--- config.mk ---
export PLATFORM = sky130hd
export DESIGN_NAME = go_to_goal_point_controller_flat
export DESIGN_NICKNAME = d
export VERILOG_FILES = /design/src/hdl/gtg_pkg.sv /design/src/hdl/gtg_pose_if.sv /design/src/hdl/gtg_cmd_if.sv /design/src/hdl/go_to_goal_point_controller.sv /design/src/flat_wrapper.sv
export SDC_FILE = /design/constraint.sdc
export NUM_CORES = 2
export LEC_CHECK = 0
export BUFFER_PORTS_ARGS = -buffer_cell sky130_fd_sc_hd__buf_2
export CAP_MARGIN = 20
export CORE_MARGIN = 4
export CORE_UTILIZATION = 30
export CTS_CLUSTER_DIAMETER = 50
export DETAILED_ROUTE_END_ITERATION = 8
export PLACE_DENSITY = 0.5
export SLEW_MARGIN = 20
export SYNTH_ARGS = -nofsm -noshare
export SYNTH_HDL_FRONTEND = slang
export SYNTH_SLANG_ARGS = --single-unit
--- constraint.sdc ---
create_clock -name i_clk -period 10.73 [get_ports i_clk]
set_clock_uncertainty 0.05 [all_clocks]
set_input_delay 1.6095 -clock i_clk [delete_from_list [all_inputs] [get_ports i_clk]]
set_output_delay 1.6095 -clock i_clk [all_outputs]
set_load 0.05 [all_outputs]
--- src/hdl/gtg_pkg.sv ---
`default_nettype none

package gtg_pkg;

    localparam int POS_W   = 16;
    localparam int HDG_W   = 15;
    localparam int SPD_W   = 15;
    localparam int RATE_W  = 16;
    localparam int CFG_W   = 16;
    localparam int REG_IDX_W = 3;

    localparam int TABLE_LEN = 24;
    localparam int CNT_W   = 5;
    localparam int XY_W    = 28;
    localparam int Z_W     = 20;
    localparam int E_W     = 21;
    localparam int ERR_W   = 17;
    localparam int DIST_W  = 18;
    localparam int MA_W    = 26;
    localparam int MB_W    = 16;
    localparam int PROD_W  = MA_W + MB_W;

    localparam logic [MB_W-1:0]       INV_GAIN   = 16'd39797;
    localparam logic signed [Z_W-1:0] HALF_PI    = 20'sd102944;
    localparam logic signed [E_W-1:0] PI_Q16     = 21'sd205887;
    localparam logic signed [E_W-1:0] TWO_PI_Q16 = 21'sd411775;
    localparam logic signed [ERR_W-1:0] TURN_LIMIT = 17'sd410;

    localparam logic signed [POS_W-1:0] RST_GOAL_X   = 16'sd5120;
    localparam logic signed [POS_W-1:0] RST_GOAL_Y   = 16'sd5120;
    localparam logic [15:0]             RST_GAIN     = 16'd4096;
    localparam logic [SPD_W-1:0]        RST_LIMIT    = 15'd2048;
    localparam logic [SPD_W-1:0]        RST_RADIUS   = 15'd51;

    typedef enum logic [REG_IDX_W-1:0] {
        REG_GOAL_X        = 3'd0,
        REG_GOAL_Y        = 3'd1,
        REG_SPEED_GAIN    = 3'd2,
        REG_SPEED_LIMIT   = 3'd3,
        REG_ARRIVE_RADIUS = 3'd4
    } t_reg_idx;

    typedef enum logic [2:0] {
        S_IDLE,
        S_ITER,
        S_SCALE,
        S_DIST,
        S_SPEED,
        S_EMIT
    } t_state;

    function automatic logic signed [Z_W-1:0] atan_q16(input logic [CNT_W-1:0] idx);
        logic signed [Z_W-1:0] v;
        case (idx)
            5'd0:    v = 20'sd51472;
            5'd1:    v = 20'sd30385;
            5'd2:    v = 20'sd16055;
            5'd3:    v = 20'sd8150;
            5'd4:    v = 20'sd4091;
            5'd5:    v = 20'sd2047;
            5'd6:    v = 20'sd1024;
            5'd7:    v = 20'sd512;
            5'd8:    v = 20'sd256;
            5'd9:    v = 20'sd128;
            5'd10:   v = 20'sd64;
            5'd11:   v = 20'sd32;
            5'd12:   v = 20'sd16;
            5'd13:   v = 20'sd8;
            5'd14:   v = 20'sd4;
            5'd15:   v = 20'sd2;
            5'd16:   v = 20'sd1;
            default: v = 20'sd0;
        endcase
        return v;
    endfunction

endpackage

`default_nettype wire

--- src/hdl/gtg_pose_if.sv ---
`default_nettype none

interface gtg_pose_if;
    logic                                valid;
    logic                                ready;
    logic signed [gtg_pkg::POS_W-1:0]    pose_x;
    logic signed [gtg_pkg::POS_W-1:0]    pose_y;
    logic signed [gtg_pkg::HDG_W-1:0]    heading;

    modport source (output valid, output pose_x, output pose_y, output heading, input ready);
    modport sink   (input valid, input pose_x, input pose_y, input heading, output ready);
endinterface

`default_nettype wire

--- src/hdl/gtg_cmd_if.sv ---
`default_nettype none

interface gtg_cmd_if;
    logic                                valid;
    logic                                ready;
    logic [gtg_pkg::SPD_W-1:0]           linear_speed;
    logic signed [gtg_pkg::RATE_W-1:0]   turn_rate;
    logic                                arrived;

    modport source (output valid, output linear_speed, output turn_rate, output arrived,
                    input ready);
    modport sink   (input valid, input linear_speed, input turn_rate, input arrived,
                    output ready);
endinterface

`default_nettype wire

--- src/hdl/go_to_goal_point_controller.sv ---
// An accepted pose word runs min(CORDIC_STEPS,24) CORDIC micro-rotations, one per cycle, then
// the scale, distance, speed and emit states; emit loads its command word once the output is free.
// Input is ready only while idle, so a new pose word is taken only after the last one is emitted.
// A finished command waits in an output register while the next pose is taken.
// Reset (synchronous, active low) restores the goal registers and clears the stopped latch.
// After the arrival word, pose words are taken and dropped until reset.
`default_nettype none

module go_to_goal_point_controller #(
    parameter int CORDIC_STEPS = 16
) (
    input  logic                              i_clk,
    input  logic                              i_rst_n,
    input  logic                              i_cfg_we,
    input  logic [gtg_pkg::REG_IDX_W-1:0]     i_cfg_idx,
    input  logic [gtg_pkg::CFG_W-1:0]         i_cfg_data,
    gtg_pose_if.sink                          i_pose,
    gtg_cmd_if.source                         o_cmd
);

    localparam int STEPS = (CORDIC_STEPS > gtg_pkg::TABLE_LEN) ?
                           gtg_pkg::TABLE_LEN : CORDIC_STEPS;
    localparam logic [gtg_pkg::CNT_W-1:0] LAST = gtg_pkg::CNT_W'(STEPS - 1);

    gtg_pkg::t_state r_state, n_state;

    logic signed [gtg_pkg::POS_W-1:0]   r_goal_x, r_goal_y;
    logic [15:0]                        r_gain;
    logic [gtg_pkg::SPD_W-1:0]          r_limit, r_radius;
    logic                               r_stopped, n_stopped;
    logic                               r_out_valid, n_out_valid;

    logic signed [gtg_pkg::XY_W-1:0]    r_x, n_x, r_y, n_y;
    logic signed [gtg_pkg::Z_W-1:0]     r_z, n_z;
    logic signed [gtg_pkg::HDG_W-1:0]   r_hd, n_hd;
    logic [gtg_pkg::CNT_W-1:0]          r_cnt, n_cnt;
    logic [gtg_pkg::PROD_W-1:0]         r_prod, n_prod;
    logic [gtg_pkg::DIST_W-1:0]         r_dist, n_dist;
    logic signed [gtg_pkg::ERR_W-1:0]   r_err, n_err;
    logic [gtg_pkg::SPD_W-1:0]          r_speed, n_speed;
    logic signed [gtg_pkg::RATE_W-1:0]  r_rate, n_rate;
    logic                               r_arrived, n_arrived;

    logic signed [16:0]                 dx, dy;
    logic signed [gtg_pkg::XY_W-1:0]    dxs, dys;
    logic signed [gtg_pkg::XY_W-1:0]    sx, sy;
    logic [gtg_pkg::MA_W-1:0]           mul_a;
    logic [gtg_pkg::MB_W-1:0]           mul_b;
    logic [gtg_pkg::PROD_W-1:0]         rnd;
    logic signed [gtg_pkg::E_W-1:0]     e0, e1, e2;
    logic signed [17:0]                 rate2;
    logic [34:0]                        sp_rnd;
    logic [22:0]                        sp;
    logic                               is_arrive, is_turn, out_free, accept;

    assign i_pose.ready      = (r_state == gtg_pkg::S_IDLE);
    assign accept            = i_pose.valid && i_pose.ready;
    assign out_free          = !r_out_valid || o_cmd.ready;

    assign o_cmd.valid        = r_out_valid;
    assign o_cmd.linear_speed = r_speed;
    assign o_cmd.turn_rate    = r_rate;
    assign o_cmd.arrived      = r_arrived;

    always_comb begin
        dx  = {r_goal_x[15], r_goal_x} - {i_pose.pose_x[15], i_pose.pose_x};
        dy  = {r_goal_y[15], r_goal_y} - {i_pose.pose_y[15], i_pose.pose_y};
        dxs = {{3{dx[16]}}, dx, 8'b0};
        dys = {{3{dy[16]}}, dy, 8'b0};
        sx  = r_x >>> r_cnt;
        sy  = r_y >>> r_cnt;

        mul_a = (r_state == gtg_pkg::S_SPEED) ? gtg_pkg::MA_W'(r_dist) : r_x[gtg_pkg::MA_W-1:0];
        mul_b = (r_state == gtg_pkg::S_SPEED) ? r_gain : gtg_pkg::INV_GAIN;

        rnd = r_prod + gtg_pkg::PROD_W'(1 << 23);

        e0 = {r_z[gtg_pkg::Z_W-1], r_z} - {{2{r_hd[gtg_pkg::HDG_W-1]}}, r_hd, 4'b0};
        if (e0 > gtg_pkg::PI_Q16) begin
            e1 = e0 - gtg_pkg::TWO_PI_Q16;
        end else if (e0 < -gtg_pkg::PI_Q16) begin
            e1 = e0 + gtg_pkg::TWO_PI_Q16;
        end else begin
            e1 = e0;
        end
        e2 = e1 + 21'sd8;

        is_arrive = r_dist <= {3'b0, r_radius};
        is_turn   = (r_err > gtg_pkg::TURN_LIMIT) || (r_err < -gtg_pkg::TURN_LIMIT);
        rate2     = {r_err, 1'b0};
        sp_rnd    = {1'b0, r_prod[33:0]} + 35'd2048;
        sp        = sp_rnd[34:12];
    end

    always_comb begin
        n_state     = r_state;
        n_stopped   = r_stopped;
        n_out_valid = r_out_valid && !o_cmd.ready;
        n_x         = r_x;
        n_y         = r_y;
        n_z         = r_z;
        n_hd        = r_hd;
        n_cnt       = r_cnt;
        n_prod      = r_prod;
        n_dist      = r_dist;
        n_err       = r_err;
        n_speed     = r_speed;
        n_rate      = r_rate;
        n_arrived   = r_arrived;

        case (r_state)
            gtg_pkg::S_IDLE: begin
                if (accept && !r_stopped) begin
                    n_hd  = i_pose.heading;
                    n_cnt = '0;
                    if (dx[16]) begin
                        if (!dy[16]) begin
                            n_x = dys;
                            n_y = -dxs;
                            n_z = gtg_pkg::HALF_PI;
                        end else begin
                            n_x = -dys;
                            n_y = dxs;
                            n_z = -gtg_pkg::HALF_PI;
                        end
                    end else begin
                        n_x = dxs;
                        n_y = dys;
                        n_z = '0;
                    end
                    n_state = gtg_pkg::S_ITER;
                end
            end
            gtg_pkg::S_ITER: begin
                if (!r_y[gtg_pkg::XY_W-1]) begin
                    n_x = r_x + sy;
                    n_y = r_y - sx;
                    n_z = r_z + gtg_pkg::atan_q16(r_cnt);
                end else begin
                    n_x = r_x - sy;
                    n_y = r_y + sx;
                    n_z = r_z - gtg_pkg::atan_q16(r_cnt);
                end
                n_cnt = r_cnt + 1'b1;
                if (r_cnt == LAST) begin
                    n_state = gtg_pkg::S_SCALE;
                end
            end
            gtg_pkg::S_SCALE: begin
                n_prod  = mul_a * mul_b;
                n_state = gtg_pkg::S_DIST;
            end
            gtg_pkg::S_DIST: begin
                n_dist  = rnd[gtg_pkg::PROD_W-1:24];
                n_err   = e2[gtg_pkg::E_W-1:4];
                n_state = gtg_pkg::S_SPEED;
            end
            gtg_pkg::S_SPEED: begin
                n_prod  = mul_a * mul_b;
                n_state = gtg_pkg::S_EMIT;
            end
            gtg_pkg::S_EMIT: begin
                if (out_free) begin
                    n_out_valid = 1'b1;
                    n_speed     = '0;
                    n_rate      = '0;
                    n_arrived   = 1'b0;
                    if (is_arrive) begin
                        n_arrived = 1'b1;
                        n_stopped = 1'b1;
                    end else if (is_turn) begin
                        if (rate2 > 18'sd32767) begin
                            n_rate = 16'sh7FFF;
                        end else if (rate2 < -18'sd32768) begin
                            n_rate = 16'sh8000;
                        end else begin
                            n_rate = rate2[15:0];
                        end
                    end else if (sp > {8'b0, r_limit}) begin
                        n_speed = r_limit;
                    end else begin
                        n_speed = sp[gtg_pkg::SPD_W-1:0];
                    end
                    n_state = gtg_pkg::S_IDLE;
                end
            end
            default: begin
                n_state = gtg_pkg::S_IDLE;
            end
        endcase
    end

    always_ff @(posedge i_clk) begin
        if (!i_rst_n) begin
            r_state     <= gtg_pkg::S_IDLE;
            r_stopped   <= 1'b0;
            r_out_valid <= 1'b0;
        end else begin
            r_state     <= n_state;
            r_stopped   <= n_stopped;
            r_out_valid <= n_out_valid;
        end
    end

    always_ff @(posedge i_clk) begin
        if (!i_rst_n) begin
            r_goal_x <= gtg_pkg::RST_GOAL_X;
            r_goal_y <= gtg_pkg::RST_GOAL_Y;
            r_gain   <= gtg_pkg::RST_GAIN;
            r_limit  <= gtg_pkg::RST_LIMIT;
            r_radius <= gtg_pkg::RST_RADIUS;
        end else if (i_cfg_we) begin
            case (i_cfg_idx)
                gtg_pkg::REG_GOAL_X:        r_goal_x <= i_cfg_data;
                gtg_pkg::REG_GOAL_Y:        r_goal_y <= i_cfg_data;
                gtg_pkg::REG_SPEED_GAIN:    r_gain   <= i_cfg_data;
                gtg_pkg::REG_SPEED_LIMIT:   r_limit  <= i_cfg_data[gtg_pkg::SPD_W-1:0];
                gtg_pkg::REG_ARRIVE_RADIUS: r_radius <= i_cfg_data[gtg_pkg::SPD_W-1:0];
                default: begin
                end
            endcase
        end
    end

    always_ff @(posedge i_clk) begin
        r_x       <= n_x;
        r_y       <= n_y;
        r_z       <= n_z;
        r_hd      <= n_hd;
        r_cnt     <= n_cnt;
        r_prod    <= n_prod;
        r_dist    <= n_dist;
        r_err     <= n_err;
        r_speed   <= n_speed;
        r_rate    <= n_rate;
        r_arrived <= n_arrived;
    end

`ifndef SYNTHESIS
    a_stopped_holds: assert property (@(posedge i_clk) disable iff (!i_rst_n)
        r_stopped |=> r_stopped)
        else $error("stopped latch cleared without reset");

    a_arrival_zero: assert property (@(posedge i_clk) disable iff (!i_rst_n)
        (o_cmd.valid && o_cmd.arrived) |-> (o_cmd.linear_speed == '0 && o_cmd.turn_rate == '0))
        else $error("arrival word carries a nonzero command");

    a_drive_or_turn: assert property (@(posedge i_clk) disable iff (!i_rst_n)
        o_cmd.valid |-> (o_cmd.linear_speed == '0 || o_cmd.turn_rate == '0))
        else $error("word both drives and turns");

    a_iter_bound: assert property (@(posedge i_clk) disable iff (!i_rst_n)
        (r_state == gtg_pkg::S_ITER) |-> (r_cnt <= LAST))
        else $error("CORDIC step count overran");

    a_silent_after_stop: assert property (@(posedge i_clk) disable iff (!i_rst_n)
        (r_stopped && !r_out_valid) |=> !r_out_valid)
        else $error("word emitted after arrival");
`endif

endmodule

`default_nettype wire

--- src/flat_wrapper.sv ---
// flat-port wrapper written by rule: the top's interface ports become plain ports
module go_to_goal_point_controller_flat 
#(
    parameter int CORDIC_STEPS = 16
)
  (i_clk, i_rst_n, i_cfg_we, i_cfg_idx, i_cfg_data, i_pose_valid, i_pose_pose_x, i_pose_pose_y, i_pose_heading, i_pose_ready, o_cmd_valid, o_cmd_linear_speed, o_cmd_turn_rate, o_cmd_arrived, o_cmd_ready);
  gtg_pose_if i_pose_i ();
  gtg_cmd_if o_cmd_i ();
  input  logic i_clk;
  input  logic i_rst_n;
  input  logic i_cfg_we;
  input  logic [gtg_pkg::REG_IDX_W-1:0] i_cfg_idx;
  input  logic [gtg_pkg::CFG_W-1:0] i_cfg_data;
  input wire logic [$bits(i_pose_i.valid)-1:0] i_pose_valid;
  input wire logic [$bits(i_pose_i.pose_x)-1:0] i_pose_pose_x;
  input wire logic [$bits(i_pose_i.pose_y)-1:0] i_pose_pose_y;
  input wire logic [$bits(i_pose_i.heading)-1:0] i_pose_heading;
  output wire logic [$bits(i_pose_i.ready)-1:0] i_pose_ready;
  output wire logic [$bits(o_cmd_i.valid)-1:0] o_cmd_valid;
  output wire logic [$bits(o_cmd_i.linear_speed)-1:0] o_cmd_linear_speed;
  output wire logic [$bits(o_cmd_i.turn_rate)-1:0] o_cmd_turn_rate;
  output wire logic [$bits(o_cmd_i.arrived)-1:0] o_cmd_arrived;
  input wire logic [$bits(o_cmd_i.ready)-1:0] o_cmd_ready;
  assign i_pose_i.valid = i_pose_valid;
  assign i_pose_i.pose_x = i_pose_pose_x;
  assign i_pose_i.pose_y = i_pose_pose_y;
  assign i_pose_i.heading = i_pose_heading;
  assign i_pose_ready = i_pose_i.ready;
  assign o_cmd_valid = o_cmd_i.valid;
  assign o_cmd_linear_speed = o_cmd_i.linear_speed;
  assign o_cmd_turn_rate = o_cmd_i.turn_rate;
  assign o_cmd_arrived = o_cmd_i.arrived;
  assign o_cmd_i.ready = o_cmd_ready;
  go_to_goal_point_controller #(.CORDIC_STEPS(CORDIC_STEPS)) u_core (.i_clk(i_clk), .i_rst_n(i_rst_n), .i_cfg_we(i_cfg_we), .i_cfg_idx(i_cfg_idx), .i_cfg_data(i_cfg_data), .i_pose(i_pose_i), .o_cmd(o_cmd_i));
endmodule
## Word level (Yosys, flattened, before mapping)

Memory sizes are Yosys's and may differ from the RTL's. A register that Yosys moved wholly into a read port is not among the register bits.
Index checks and enable logic that the tools add are counted.

- Bits in registers: 288
- ROM bits: 1024
- Input port bits: 71
- Word-level logic and storage cells: 126
- Memories: 2

- Add/sub/neg operators: 17
- Multipliers: 1
- $lt $le $gt $ge: 8
- Equal/unequal tests: 13
- Shift operators: 2
- Mux-type cells: 37
- Bitwise gates (word level): 1
- Reduce and logical (&&, ||, !) cells: 25

Memories:

| memory | words | bits a word | read ports | clocked after Yosys merged registers in | write ports | line | source |
|---|---|---|---|---|---|---|---|
| (name not given) | 32 | 16 | 1 | 1 | 0 | gtg_pkg.sv:54 | `case (idx)` |
| (name not given) | 32 | 16 | 1 | 1 | 0 | gtg_pkg.sv:54 |  |

Operator list:

| operator | count |
|---|---|
| $mux W28 | 8 |
| $mux W20 | 8 |
| $pmux W28 S2 | 2 |
| $add A28 B28 Y28 | 2 |
| $neg A25 Y28 | 2 |
| $sshr A28 B5 Y28 | 2 |
| $sub A28 B28 Y28 | 2 |
| $add A42 B24 Y42 const B | 1 |
| $mul A26 B16 Y42 | 1 |
| $mux W21 | 2 |
| $pmux W20 S2 | 1 |
| $add A34 B12 Y35 const B | 1 |
| $sub A16 B16 Y17 | 2 |
| $mux W16 | 2 |
| $mux W15 | 2 |
| $mux W26 | 1 |
| $gt A23 B15 Y1 | 1 |
| $add A21 B20 Y21 const B | 1 |
| $add A21 B5 Y21 const B | 1 |
| $gt A21 B19 Y1 const B | 1 |
| $lt A21 B19 Y1 const B | 1 |
| $sub A20 B19 Y21 | 1 |
| $sub A21 B20 Y21 const B | 1 |
| $add A20 B20 Y20 | 1 |
| other kinds (28) | 57 |

## Longest topological paths before layout

- Depth in word-level cells: 6
- Depth in mapped cells: 34
- Mapped depth without buffers: 31

## Worst setup path before layout

OpenSTA, ideal clock, no wires.

- Kind: register to register
- Start point: reg u_core.r_state[2]
- End point: reg u_core.r_prod[34] (netlist name) (data pin)
- Library setup time: 0.258 ns
- Arrival: 8.028 ns
- Setup slack: 2.394 ns
- Stages on the path, launching flop included: 31
- Clock period less this slack: 8.336 ns
- Cell sequence: dfxtp_1 > clkbuf_1 > nor3b_1 > clkbuf_1 > buf_1 > mux2i_1 > nor2_1 > fa_1 > inv_1 > fa_1 > fa_1 > fa_1 > inv_1 > fa_1 > inv_1 > fa_1 > inv_1 > ha_1 > nor2b_1 > a2111oi_0 > o31ai_1 > nand4_1 > a21oi_1 > o211ai_1 > a21oi_1 > a2111oi_0 > nor2b_1 > o21ai_0 > nand2b_1 > a21oi_1 > xnor2_1

- Cells in the longest elaborated chain, start to end: 3

Ends and longest elaborated chain:

| what | line | source |
|---|---|---|
| from (decl) | go_to_goal_point_controller.sv:25 | `gtg_pkg::t_state r_state, n_state;` |
| from (signal assigned) | go_to_goal_point_controller.sv:195 | `r_state <= gtg_pkg::S_IDLE;` |
| from (signal assigned) | go_to_goal_point_controller.sv:199 | `r_state <= n_state;` |
| $eq A3 B3 Y1 * | go_to_goal_point_controller.sv:73, go_to_goal_point_controller.sv:74, go_to_goal_point_controller.sv:111 |  |
| $mux W26 or $mux W16 (tied branches) | go_to_goal_point_controller.sv:73, go_to_goal_point_controller.sv:74 |  |
| $mul A26 B16 Y42 * | go_to_goal_point_controller.sv:150, go_to_goal_point_controller.sv:159 |  |
| to (signal assigned) | go_to_goal_point_controller.sv:231 | `r_prod <= n_prod;` |
| to (decl) | go_to_goal_point_controller.sv:37 | `logic [gtg_pkg::PROD_W-1:0] r_prod, n_prod;` |

Every way passes the cells marked *; elsewhere a longest branch is shown, timed or not.
A chain may end at the register's enable or synchronous reset.

## Worst setup path after layout

Ends and elaborated chain as after synthesis.

==> impl_results.md <==
* GRT met2 Usage at ~29%
* IO buf count at 104
* Busiest layer in global routing: met2
* CTS tree: done
* Vias at 30.46k
* H-tree Lvls at 2
* Final setup vio count at 0
* Post-route non-filler standard cell count at roughly 6k
* Clock latency on the worst-skew pair at 600 ps
* Initial antenna violation count at 2
* Routing usage on met1 at 26.30%
* Commonest non-fill, non-tap cell in the layout: inv_1
* Synth Register Bits at about 300
* Critical R2R Capture: u_core.r_prod[34]$_DFFE_PP_
* Min Tclk post-route at 9073 ps
* Yosys warnings at 0
* Synth Cell Area at 37200 um^2
* Fmax at 0.1102 GHz
* Final core occ at between 30% and 40%
* Share of post-route cells with drive strength above 1 at 7.903%
* Hold path cells at 2
* Worst EP arrival at between 9000 and 10000 ps
* Register area at roughly 7800 um^2
* I/O pin count at 105
* WS Path Type: flop to flop
* Tcrit/Tclk final at between 80% and 90%
* Max Root-Sink Buffers at 3
* Largest delay share family, worst path: adder cells
* Clock Tree Root: clkbuf_16
* Hold_sp: u_core.r_radius[13]$_SDFFE_PN0P_
* Max incr delay on CP at between 600 and 700 ps
* Cell mode on critical path: fa_1
* First-pass GRT wire length at between 150 and 200 mm
* CP Max Fanout at 14
* Antenna Nets Post-Route at 0
* Gpl congestion at ~0.9
* Sequential share of the synthesized area at 20.99%
* Post-cts repair resize count at 0
* CP Launch Point: u_core.r_state[2]$_SDFFE_PN0P_
* GRT overflow at 0
* Via/cell ratio at between 5 and 6
* Class of the worst hold path: flop to flop
* Die ar. at about 130000 um^2
* Mean post-synth cell area at 8.686 um^2
* Slew HR at a little over a quarter
* Post-DP HPWL at between 90 and 100 mm
* Outcome: finished clean
* Most used DFF post-synth: edfxtp_1
* Hold path endpoint: u_core.r_radius[13]$_SDFFE_PN0P_
* CP max stage cell: or3_1
* Core Area at around 120000 um^2
* Filler instances at ~13k
* Final Max Tran Viols at 0
* Placed Cells at about 6k
* Setup Total Neg Slack at 0 ps
* Pin count of the biggest net entering global routing at between 100 and 150
* Count of different cell masters after synthesis at 92
* Initial Utilization at 30.36%
* Hold Vio Cnt, Final at 0
* Worst-path clk slew at about 60 ps
* GRT Total Usage at between 10% and 20%
* Least-Margin Pin Slew at around 1100 ps
* Multi-input gate area at 26610 um^2
* Post-synth EDFFs at approximately 190
* Worst path required time at 11020 ps
* # Max-Cap Violations at 0
* 1st-pass router iterations at 5
* Total CTS buffers at 46
* Vias in the first global route at 29.80k
* Most frequent cells in the layout: inv_1, nand2_1, nor2_1
* RSZ-0062 raised after global routing: no
* Wire per inst at 20.11 um
* Setup Fix Bufs, Post-CTS at 0
* Die H at 360.1 um
* Iter 0 DRT Violations at 2605
* # DRC at 0
* CTS Sinks at about 290
* Site row count at roughly 130
* Reg2reg path depth at 30
* Routed wire length at around 120 mm
* Crit end category: flop
* Area Growth Syn to Fin at 10.53%
* Final net count at 5044
* Met3 GRT Util at under 10%
* Post-synth ARST share at 0%
* Startpoint types: flop
* R2R Setup Slk at roughly 1700 ps
* Reg2reg start: u_core.r_state[2]$_SDFFE_PN0P_
* Crit path buf inv count at 7
* Die width at ~360 um
* Hold Buf Count CTS at 0
* Post-Synthesis Cells at 4283
## worst min-delay path, cell delays in order, from the launching register on
cell and delay, ps:
dfxtp_1 310, nand2_1 50, a21boi_0 60
## worst max path at each step
stage / end / slack (ps) / depth (start not counted)
final: u_core.r_prod[34]$_DFFE_PP_ / 1660 / 30
after global routing: u_core.r_prod[39]$_DFFE_PP_ / 1050 / 28
after CTS: u_core.r_prod[39]$_DFFE_PP_ / 1700 / 28
after detailed placement: u_core.r_prod[39]$_DFFE_PP_ / 1740 / 28
after global placement: u_core.r_prod[34]$_DFFE_PP_ / 1870 / 30
after floorplan: u_core.r_prod[34]$_DFFE_PP_ / 2390 / 30
## registers in the layout, summed over array words and instances, names as in the netlist, 16 cells and up, named ones only
| name | count |
|---|---|
| u_core.o_cmd.turn_rate | 16 |
| u_core.r_dist | 18 |
| u_core.r_err | 17 |
| u_core.r_gain | 16 |
| u_core.r_goal_x | 16 |
| u_core.r_goal_y | 16 |
| u_core.r_prod | 31 |
| u_core.r_x | 28 |
| u_core.r_y | 28 |
| u_core.r_z | 20 |
## synthesized netlist by cell type (14+ instances only)
cell type	number	share of area [%]
xor2_1	93	2.2
mux4_2	54	3.3
o21ai_0	157	2.1
nand2b_1	35	0.59
nor2_1	382	3.9
nand4_1	25	0.42
o31ai_1	19	0.38
a21boi_0	80	1.6
clkbuf_1	123	1.2
and3_1	96	1.6
fa_1	339	18
mux2_2	28	0.85
a21o_1	59	1.2
o21bai_1	19	0.38
o211ai_1	37	0.75
nand3_1	76	1.0
dfxtp_1	99	5.3
or3_1	18	0.30
nor3_1	61	0.82
a31oi_1	39	0.66
o22ai_1	15	0.25
nand2_1	576	5.8
ha_1	281	9.5
a21oi_1	201	2.7
nor2b_1	54	0.91
o21a_1	24	0.48
buf_2	14	0.19
buf_4	16	0.32
and2_1	24	0.40
nor4_1	15	0.25
inv_1	590	6.0
mux2i_1	64	1.7
edfxtp_1	194	16
xnor2_1	166	3.9
a211oi_1	18	0.36
## routing by layer
layer	routed length (um)	share of wire, %	vias to the layer above
met4	3309	2.7	0
met3	7177	5.9	147
li1	-	-	14520
met2	54400	45	886
met5	0	0	-
met1	56130	46	14910
## logic make-up after synthesis
logic type,after synthesis,share of synthesized area [%]
AND/OR/NAND/NOR,1417,17.21
AO/OA/AOI/OAI,771,13.39
buffers and inverters,764,8.055
adder cells (fa/ha/maj),620,27.69
flip-flops,293,20.99
XOR/XNOR,261,6.185
multiplexers,155,6.464
other,2,0.02019
## layout make-up
class                           count  share of cell area [%]
Antenna cell                        2                 0.01217
Timing Repair Buffer              147                   2.081
Multi-Input combinational cell   3272                   64.72
Clock buffer                       56                   3.018
Inverter                          593                   5.416
Sequential cell                   293                   18.99
Clock inverter                     30                  0.8215
Tap cell                         1625                   4.944
## through the flow
step	setup slack [ps]	cell area [um^2]	hold WS [ps]
after floorplan	2394	37370	388.3
after global placement	1867	39540	404.1
after detailed placement	1736	39540	411.0
after CTS	1699	41120	419.4
after global routing	1045	41120	441.5
final	1657	41120	415.9
Power is left out: the tool's default activity adds up to more than one toggle a clock period on the data nets, which glitch-free logic cannot reach.
